===== src/hdl/nfc_fchk_pkg.sv =====
// Types and constants of the NFC frame checker.
package nfc_fchk_pkg;

  localparam int unsigned CountW = 9;

  localparam logic [CountW-1:0] CountMax       = 9'd511;
  localparam logic [CountW-1:0] FrameMinBytes  = 9'd9;
  localparam logic [CountW-1:0] FrameOverhead  = 9'd7;
  localparam logic [CountW-1:0] PosStartCode   = 9'd2;
  localparam logic [CountW-1:0] PosLength      = 9'd3;
  localparam logic [CountW-1:0] PosLengthCheck = 9'd4;
  localparam logic [CountW-1:0] PosFrameId     = 9'd5;

  localparam logic [7:0] StartCode      = 8'hFF;
  localparam logic [7:0] LengthMin      = 8'd2;
  localparam logic [7:0] FrameIdDefault = 8'hD5;

  typedef enum logic [2:0] {
    ST_OK         = 3'd0,
    ST_SHORT      = 3'd1,
    ST_PREAMBLE   = 3'd2,
    ST_START_CODE = 3'd3,
    ST_LEN_SMALL  = 3'd4,
    ST_LEN_SUM    = 3'd5,
    ST_TRUNCATED  = 3'd6,
    ST_DATA_SUM   = 3'd7
  } status_e;

  typedef struct packed {
    logic       valid;
    logic       last;
    logic [7:0] data;
  } beat_t;

  typedef struct packed {
    status_e    status;
    logic [7:0] payload_length;
  } verdict_t;

endpackage


===== src/hdl/nfc_fchk_frame.sv =====
// Per-frame state of the NFC frame checker and the verdict logic.
module nfc_fchk_frame (
  input  logic                  clk_i,
  input  logic                  rst_ni,
  input  nfc_fchk_pkg::beat_t   beat_i,
  input  logic [7:0]            expected_frame_id_i,
  output nfc_fchk_pkg::verdict_t verdict_o
);

  logic [nfc_fchk_pkg::CountW-1:0] count_q, count_d;
  logic [7:0] len_q, len_d;
  logic [7:0] len_chk_q, len_chk_d;
  logic [7:0] sum_q, sum_d;
  logic       preamble_bad_q, preamble_bad_d;
  logic       start_bad_q, start_bad_d;
  logic       id_bad_q, id_bad_d;
  logic [7:0] len_total;
  logic [nfc_fchk_pkg::CountW-1:0] span_end;
  logic [nfc_fchk_pkg::CountW-1:0] min_count;

  assign span_end = {1'b0, len_q} + nfc_fchk_pkg::PosFrameId;

  always_comb begin
    count_d        = count_q;
    len_d          = len_q;
    len_chk_d      = len_chk_q;
    sum_d          = sum_q;
    preamble_bad_d = preamble_bad_q;
    start_bad_d    = start_bad_q;
    id_bad_d       = id_bad_q;

    if (count_q < nfc_fchk_pkg::PosStartCode) begin
      if (beat_i.data != 8'd0) begin
        preamble_bad_d = 1'b1;
      end
    end else if (count_q == nfc_fchk_pkg::PosStartCode) begin
      start_bad_d = (beat_i.data != nfc_fchk_pkg::StartCode);
    end else if (count_q == nfc_fchk_pkg::PosLength) begin
      len_d = beat_i.data;
    end else if (count_q == nfc_fchk_pkg::PosLengthCheck) begin
      len_chk_d = beat_i.data;
    end else if (count_q <= span_end) begin
      sum_d = sum_q + beat_i.data;
      if (count_q == nfc_fchk_pkg::PosFrameId) begin
        id_bad_d = (beat_i.data != expected_frame_id_i);
      end
    end

    if (count_q != nfc_fchk_pkg::CountMax) begin
      count_d = count_q + 1'b1;
    end
  end

  // The verdict looks at the state as it stands after the current byte.
  assign len_total = len_d + len_chk_d;
  assign min_count = {1'b0, len_d} + nfc_fchk_pkg::FrameOverhead;

  always_comb begin
    verdict_o.payload_length = 8'd0;
    if (count_d < nfc_fchk_pkg::FrameMinBytes) begin
      verdict_o.status = nfc_fchk_pkg::ST_SHORT;
    end else if (preamble_bad_d) begin
      verdict_o.status = nfc_fchk_pkg::ST_PREAMBLE;
    end else if (start_bad_d) begin
      verdict_o.status = nfc_fchk_pkg::ST_START_CODE;
    end else if (len_d < nfc_fchk_pkg::LengthMin) begin
      verdict_o.status = nfc_fchk_pkg::ST_LEN_SMALL;
    end else if (len_total != 8'd0) begin
      verdict_o.status = nfc_fchk_pkg::ST_LEN_SUM;
    end else if (count_d < min_count) begin
      verdict_o.status = nfc_fchk_pkg::ST_TRUNCATED;
    end else if ((sum_d != 8'd0) || id_bad_d) begin
      verdict_o.status = nfc_fchk_pkg::ST_DATA_SUM;
    end else begin
      verdict_o.status         = nfc_fchk_pkg::ST_OK;
      verdict_o.payload_length = len_d;
    end
  end

  always_ff @(posedge clk_i or negedge rst_ni) begin
    if (!rst_ni) begin
      count_q        <= '0;
      len_q          <= '0;
      len_chk_q      <= '0;
      sum_q          <= '0;
      preamble_bad_q <= 1'b0;
      start_bad_q    <= 1'b0;
      id_bad_q       <= 1'b0;
    end else if (beat_i.valid) begin
      if (beat_i.last) begin
        count_q        <= '0;
        len_q          <= '0;
        len_chk_q      <= '0;
        sum_q          <= '0;
        preamble_bad_q <= 1'b0;
        start_bad_q    <= 1'b0;
        id_bad_q       <= 1'b0;
      end else begin
        count_q        <= count_d;
        len_q          <= len_d;
        len_chk_q      <= len_chk_d;
        sum_q          <= sum_d;
        preamble_bad_q <= preamble_bad_d;
        start_bad_q    <= start_bad_d;
        id_bad_q       <= id_bad_d;
      end
    end
  end

endmodule


===== config.mk =====
export PLATFORM = sky130hd
export DESIGN_NAME = nfc_fchk_frame
export DESIGN_NICKNAME = d
export VERILOG_FILES = /design/src/hdl/nfc_fchk_pkg.sv /design/src/hdl/nfc_fchk_frame.sv
export SDC_FILE = /design/constraint.sdc
export NUM_CORES = 1
export LEC_CHECK = 0
export ABC_AREA = 1
export ABC_CLOCK_PERIOD_IN_PS = 4200
export BUFFER_PORTS_ARGS = -buffer_cell sky130_fd_sc_hd__buf_4
export CAP_MARGIN = 10
export CORE_MARGIN = 3
export CORE_UTILIZATION = 55
export CTS_CLUSTER_DIAMETER = 60
export DETAILED_ROUTE_END_ITERATION = 7
export PLACE_DENSITY = 0.74
export RECOVER_POWER = 100
export SYNTH_ARGS = -nofsm -noshare
export SYNTH_HDL_FRONTEND = slang
export SYNTH_SLANG_ARGS = --single-unit

===== constraint.sdc =====
create_clock -name clk_i -period 4.2 [get_ports clk_i]
set_input_delay 0.21 -clock clk_i [delete_from_list [all_inputs] [get_ports clk_i]]
set_output_delay 0.21 -clock clk_i [all_outputs]
set_load 0.01 [all_outputs]

After elaboration in Yosys (flattened, before gate mapping)
Index checks and enable logic that the tools add are counted.

storage, ports and cells
  bits in registers = 36
  latch bits = 0
  bits in writable memories = 0
  memory bits (read-only) = 0
  input port bits = 20
  logic and storage cells = 72
  memories kept = 0

operators by class
  $add $sub $neg = 5
  multipliers = 0
  divide/modulo/power cells = 0
  $lt $le $gt $ge = 5
  equal/unequal tests = 7
  shift operators = 0
  mux-type cells = 44
  bitwise operators = 0
  reduce and logical (&&, ||, !) cells = 4

operators by type and width
  operator                                                               number
  8-bit 2-to-1 mux                                                       22
  8-bit nonzero test                                                     3
  3-bit 2-to-1 mux                                                       7
  8-bit by 3-bit adder with 9-bit output (second input constant)         2
  9-bit by 2-bit == test with 1-bit output (second input constant)       2
  9-bit by 3-bit == test with 1-bit output (second input constant)       2
  9-bit 2-to-1 mux                                                       2
  8-bit adder                                                            2
  1-bit 2-to-1 mux                                                       13
  9-bit by 1-bit adder with 9-bit output (second input constant)         1
  9-bit <= comparator                                                    1
  9-bit by 2-bit < comparator with 1-bit output (second input constant)  1
  9-bit by 4-bit < comparator with 1-bit output (second input constant)  1
  9-bit < comparator                                                     1
  9-bit inequality test (second input constant)                          1
  8-bit by 2-bit < comparator with 1-bit output (second input constant)  1
  8-bit inequality test                                                  1
  8-bit inequality test (second input constant)                          1
  1-bit logical OR                                                       1

Logic depth before layout (Yosys ltp)
  depth after elaboration = 16
  depth in mapped cells = 29
  mapped depth without buffers = 28

Worst setup path after synthesis
Ideal clock, no wire load.

  path kind = flip-flop to output port
  start = register count_q[0] (netlist bit)
  end = output port verdict_o[9] (netlist bit)
  arrival time = 3.438 ns
  data required time = 3.990 ns
  setup slack = 0.552 ns
  cell stages (with the launch flop) = 24
  path through = dfrtp_1 > inv_1 > ha_1 > inv_1 > nor2_1 > nand3_2 > nand2_4 > inv_2 > nand2_8 > buf_12 > o21ai_2 > ha_1 > nand2_1 > nand2_1 > nor3_1 > xor2_1 > ha_1 > a21oi_1 > nor2_1 > a2111oi_0 > nand2_1 > nand4_2 > nand3_1 > a21oi_1

RTL lines
  element                 RTL line              source
  start, declared         nfc_fchk_frame.sv:10  logic [nfc_fchk_pkg::CountW-1:0] count_q, count_d;
  start signal, assigned  nfc_fchk_frame.sv:99  count_q <= count_d;
  end, declared           nfc_fchk_frame.sv:7   output nfc_fchk_pkg::verdict_t verdict_o

==> flow_metrics.py <==
metrics = {
    "status": {
        "status": "complete, but fails checks",
        "failed_checks": "max-capacitance violations, max-slew violations",
    },
    "drt": {
        "wl_met1_um": 4270,
        "highest_layer": "met4",
        "final_antenna_net_count": 0,
        "drtPass1Iterations": 5,
        "drt-total-wl_um": 10200,
        "drtIter0Drc": 160,
        "vias": 3659,
        "dr_wl_met2_um": 5280,
        "vias_per_cell": 5.71,
        "drc": 0,
        "routed-wl-met3_um": 402,
        "wl_per_cell_um": 15.9,
    },
    "floorplanning": {
        "core-area_um2": 6460,
        "ioPinCount": 31,
        "die_h_um": 88.4,
        "initial_core_util_pct": 57.9,
        "rows": 29,
        "die_x_um": 88.4,
        "die-area_um2": 7820,
    },
    "layout": {
        "regArea_um2": 905,
        "antennaDiodeCount": 0,
        "instances_no_fill": 641,
        "final_nets": 623,
        "mostFrequentLayoutCell": "nand2_1",
        "final_cell_mix": "102 x nand2_1, 78 x inv_1, 49 x buf_4",
        "area_growth_pct": 17.9,
        "final_util_pct": 68.2,
        "nFillCells": 549,
        "drive_above_1_share_pct": 25.4,
        "fin_area_um2": 4410,
        "multi_input_area_um2": 2590,
    },
    "worst_hold_path": {
        "hold_path.class": "input port to register",
        "min_path_cells": 3,
    },
    "sta": {
        "timing.fmax_ghz": 0.247,
        "fin_crit_sh_pct": 96.5,
        "setup_viol": 0,
        "rsz0062_at_grt": "yes",
        "period_minus_slack_ns": 4.05,
        "finalSetupTns_ns": 0,
        "slew-limit-headroom_pct": -37.3,
        "tightestPinTransition_ns": 2.06,
        "slew_viol_final": 37,
        "hold_violations": 0,
        "timing.hold.ws_ns": 0.325,
        "fin_worst_skew_ns": 0.0116,
        "finalWorstSetupSlack_ns": 0.146,
    },
    "clock_network": {
        "path_clk_slew_ns": 0.08,
        "cts_buffers": 5,
        "cts_buffer_depth": 2,
        "cts_tree": "yes",
        "cts.htree.levels": 2,
        "cts_root_buf": "clkbuf_8",
        "cts_sinks": 36,
        "clock_latency_ns": 0.30,
    },
    "critical_path": {
        "setup.worst_path.start_class": "register",
        "cp-end-kind": "output pin",
        "r2r_cells": 16,
        "critPathRequiredTime_ns": 3.99,
        "cp.arrival_ns": 3.84,
        "critPathKind": "register to output pin",
        "cp_max_fo": 8,
    },
    "place": {
        "place_area_um2": 4010,
        "io_buffers": 30,
        "dp_hpwl_um": 7360,
        "place_inst": 613,
        "place_ws_ns": 0.140,
        "gp_congestion": 0.858,
    },
    "global_routing": {
        "antenna_found_initial": 0,
        "gr-usage-all-layers_pct": 25.2,
        "grt_pass1_wl_um": 15300,
        "grt_pass1_vias": 3244,
        "grt_max_degree": 37,
        "overflow": 0,
    },
    "synthesis": {
        "syn_area_um2": 3740,
        "ys_seq_elements": 36,
        "synth_flop_cell": "dfrtp_1",
        "syn_inst": 515,
        "ys_types": 36,
        "ys_seq_area_share_pct": 24.1,
        "syn-num-nets": 574,
        "ys_warn_count": 0,
        "synth_enable_flop_cells": 0,
        "ys_async_sr_fraction_pct": 100,
        "postSynthAreaPerCell_um2": 7.26,
    },
    "power": {
        "power.leakage_nw": 2.37,
        "p_total_mw": 1.24,
        "ir_drop_mv": 0.197,
        "pwr_density_cell_nw_per_um2": 282,
    },
    "run": {
        "max_cap_viol_count": 1,
    },
}
## report_power, final
| part | total [mW] | internal [mW] | leakage (nW) | switching [mW] |
|---|---|---|---|---|
| Sequential | 0.400 | 0.379 | 0.490 | 0.0215 |
| Clock | 0.242 | 0.113 | 0.0410 | 0.129 |
| Combinational | 0.602 | 0.229 | 1.84 | 0.372 |
| Total | 1.24 | 0.721 | 2.37 | 0.523 |
## registers in the layout (all words and copies together) (netlist names)
register,count
len_q,8
id_bad_q,1
count_q,9
sum_q,8
preamble_bad_q,1
len_chk_q,8
start_bad_q,1
## final cells by class
cell class / count / area share [%]
clock buffer: 6 / 1.65
sequential: 36 / 20.5
clock inverter: 1 / 0.114
tap: 77 / 2.19
inverter: 94 / 8.18
multi-input combinational: 376 / 58.7
timing repair buffer: 51 / 8.66
## metal layers
metal,vias to the layer above,global-route usage (%)
li1,1803,-
met1,1739,32.4
met2,93,44.7
met3,24,3.54
met4,0,6.18
met5,-,0
## Yosys cell counts, types with 5 or more instances
cell type	n	area (um2)
nand2_1	105	394
a21oi_1	18	90.1
dfrtp_1	36	901
o21ai_0	13	65.1
xor2_1	21	184
nand3_1	33	165
nand2_2	6	37.5
ha_1	37	463
inv_2	13	48.8
nor2_2	10	62.6
nand2_4	5	56.3
nor3_1	6	30.0
nor2_1	25	93.8
o21ai_2	6	52.6
nand4_1	14	87.6
xnor2_1	9	78.8
inv_1	81	304
o22ai_1	33	206
clkbuf_1	9	33.8
## worst max-delay path, stage by stage, from the launching register on
cell,delay (ns)
dfrtp_1,0.41
inv_2,0.09
ha_1,0.21
inv_1,0.07
nor2_2,0.04
nand3_2,0.10
nand2_4,0.07
inv_6,0.08
nand2_8,0.10
o21ai_4,0.22
ha_2,0.21
nand2_1,0.06
nand2_2,0.11
nor3_4,0.05
xor2_1,0.16
ha_1,0.34
a21oi_1,0.13
nor2_1,0.06
a2111oi_2,0.39
nand2_1,0.15
nand2_1,0.08
nand2_1,0.05
nand2_1,0.05
nand2_1,0.05
nand2_1,0.08
nand2_1,0.05
buf_4,0.14
## logic make-up after synthesis
kind of cell / synth area share (%)
buf+inv: 10.9
fa+ha+maj: 13.5
flops: 24.1
simple gates: 30.8
xor+xnor: 7.03
compound gates: 13.8
## repair_timing
action,CTS,global route
setup endpoints to repair,11,11
hold buffers,1,0
gates cloned,0,1
pin swaps,0,14
endpoints found under the hold margin,36,0
buffers inserted,0,19
gates resized for setup,5,37
## path summary, 6_finish.rpt
path	startpoint	to	slack [ns]
hold reg to reg	id_bad_q	id_bad_q	0.50
min in group asynchronous	rst_ni	count_q[3]	1.04
setup reg to reg	len_q[0]	id_bad_q	1.20
setup / recovery	count_q[0]	verdict_o[8]	0.15
hold / removal	beat_i[5]	len_q[5]	0.33
max in group asynchronous	rst_ni	count_q[1]	1.84
No activity file was read; power rests on OpenSTA's default activity.
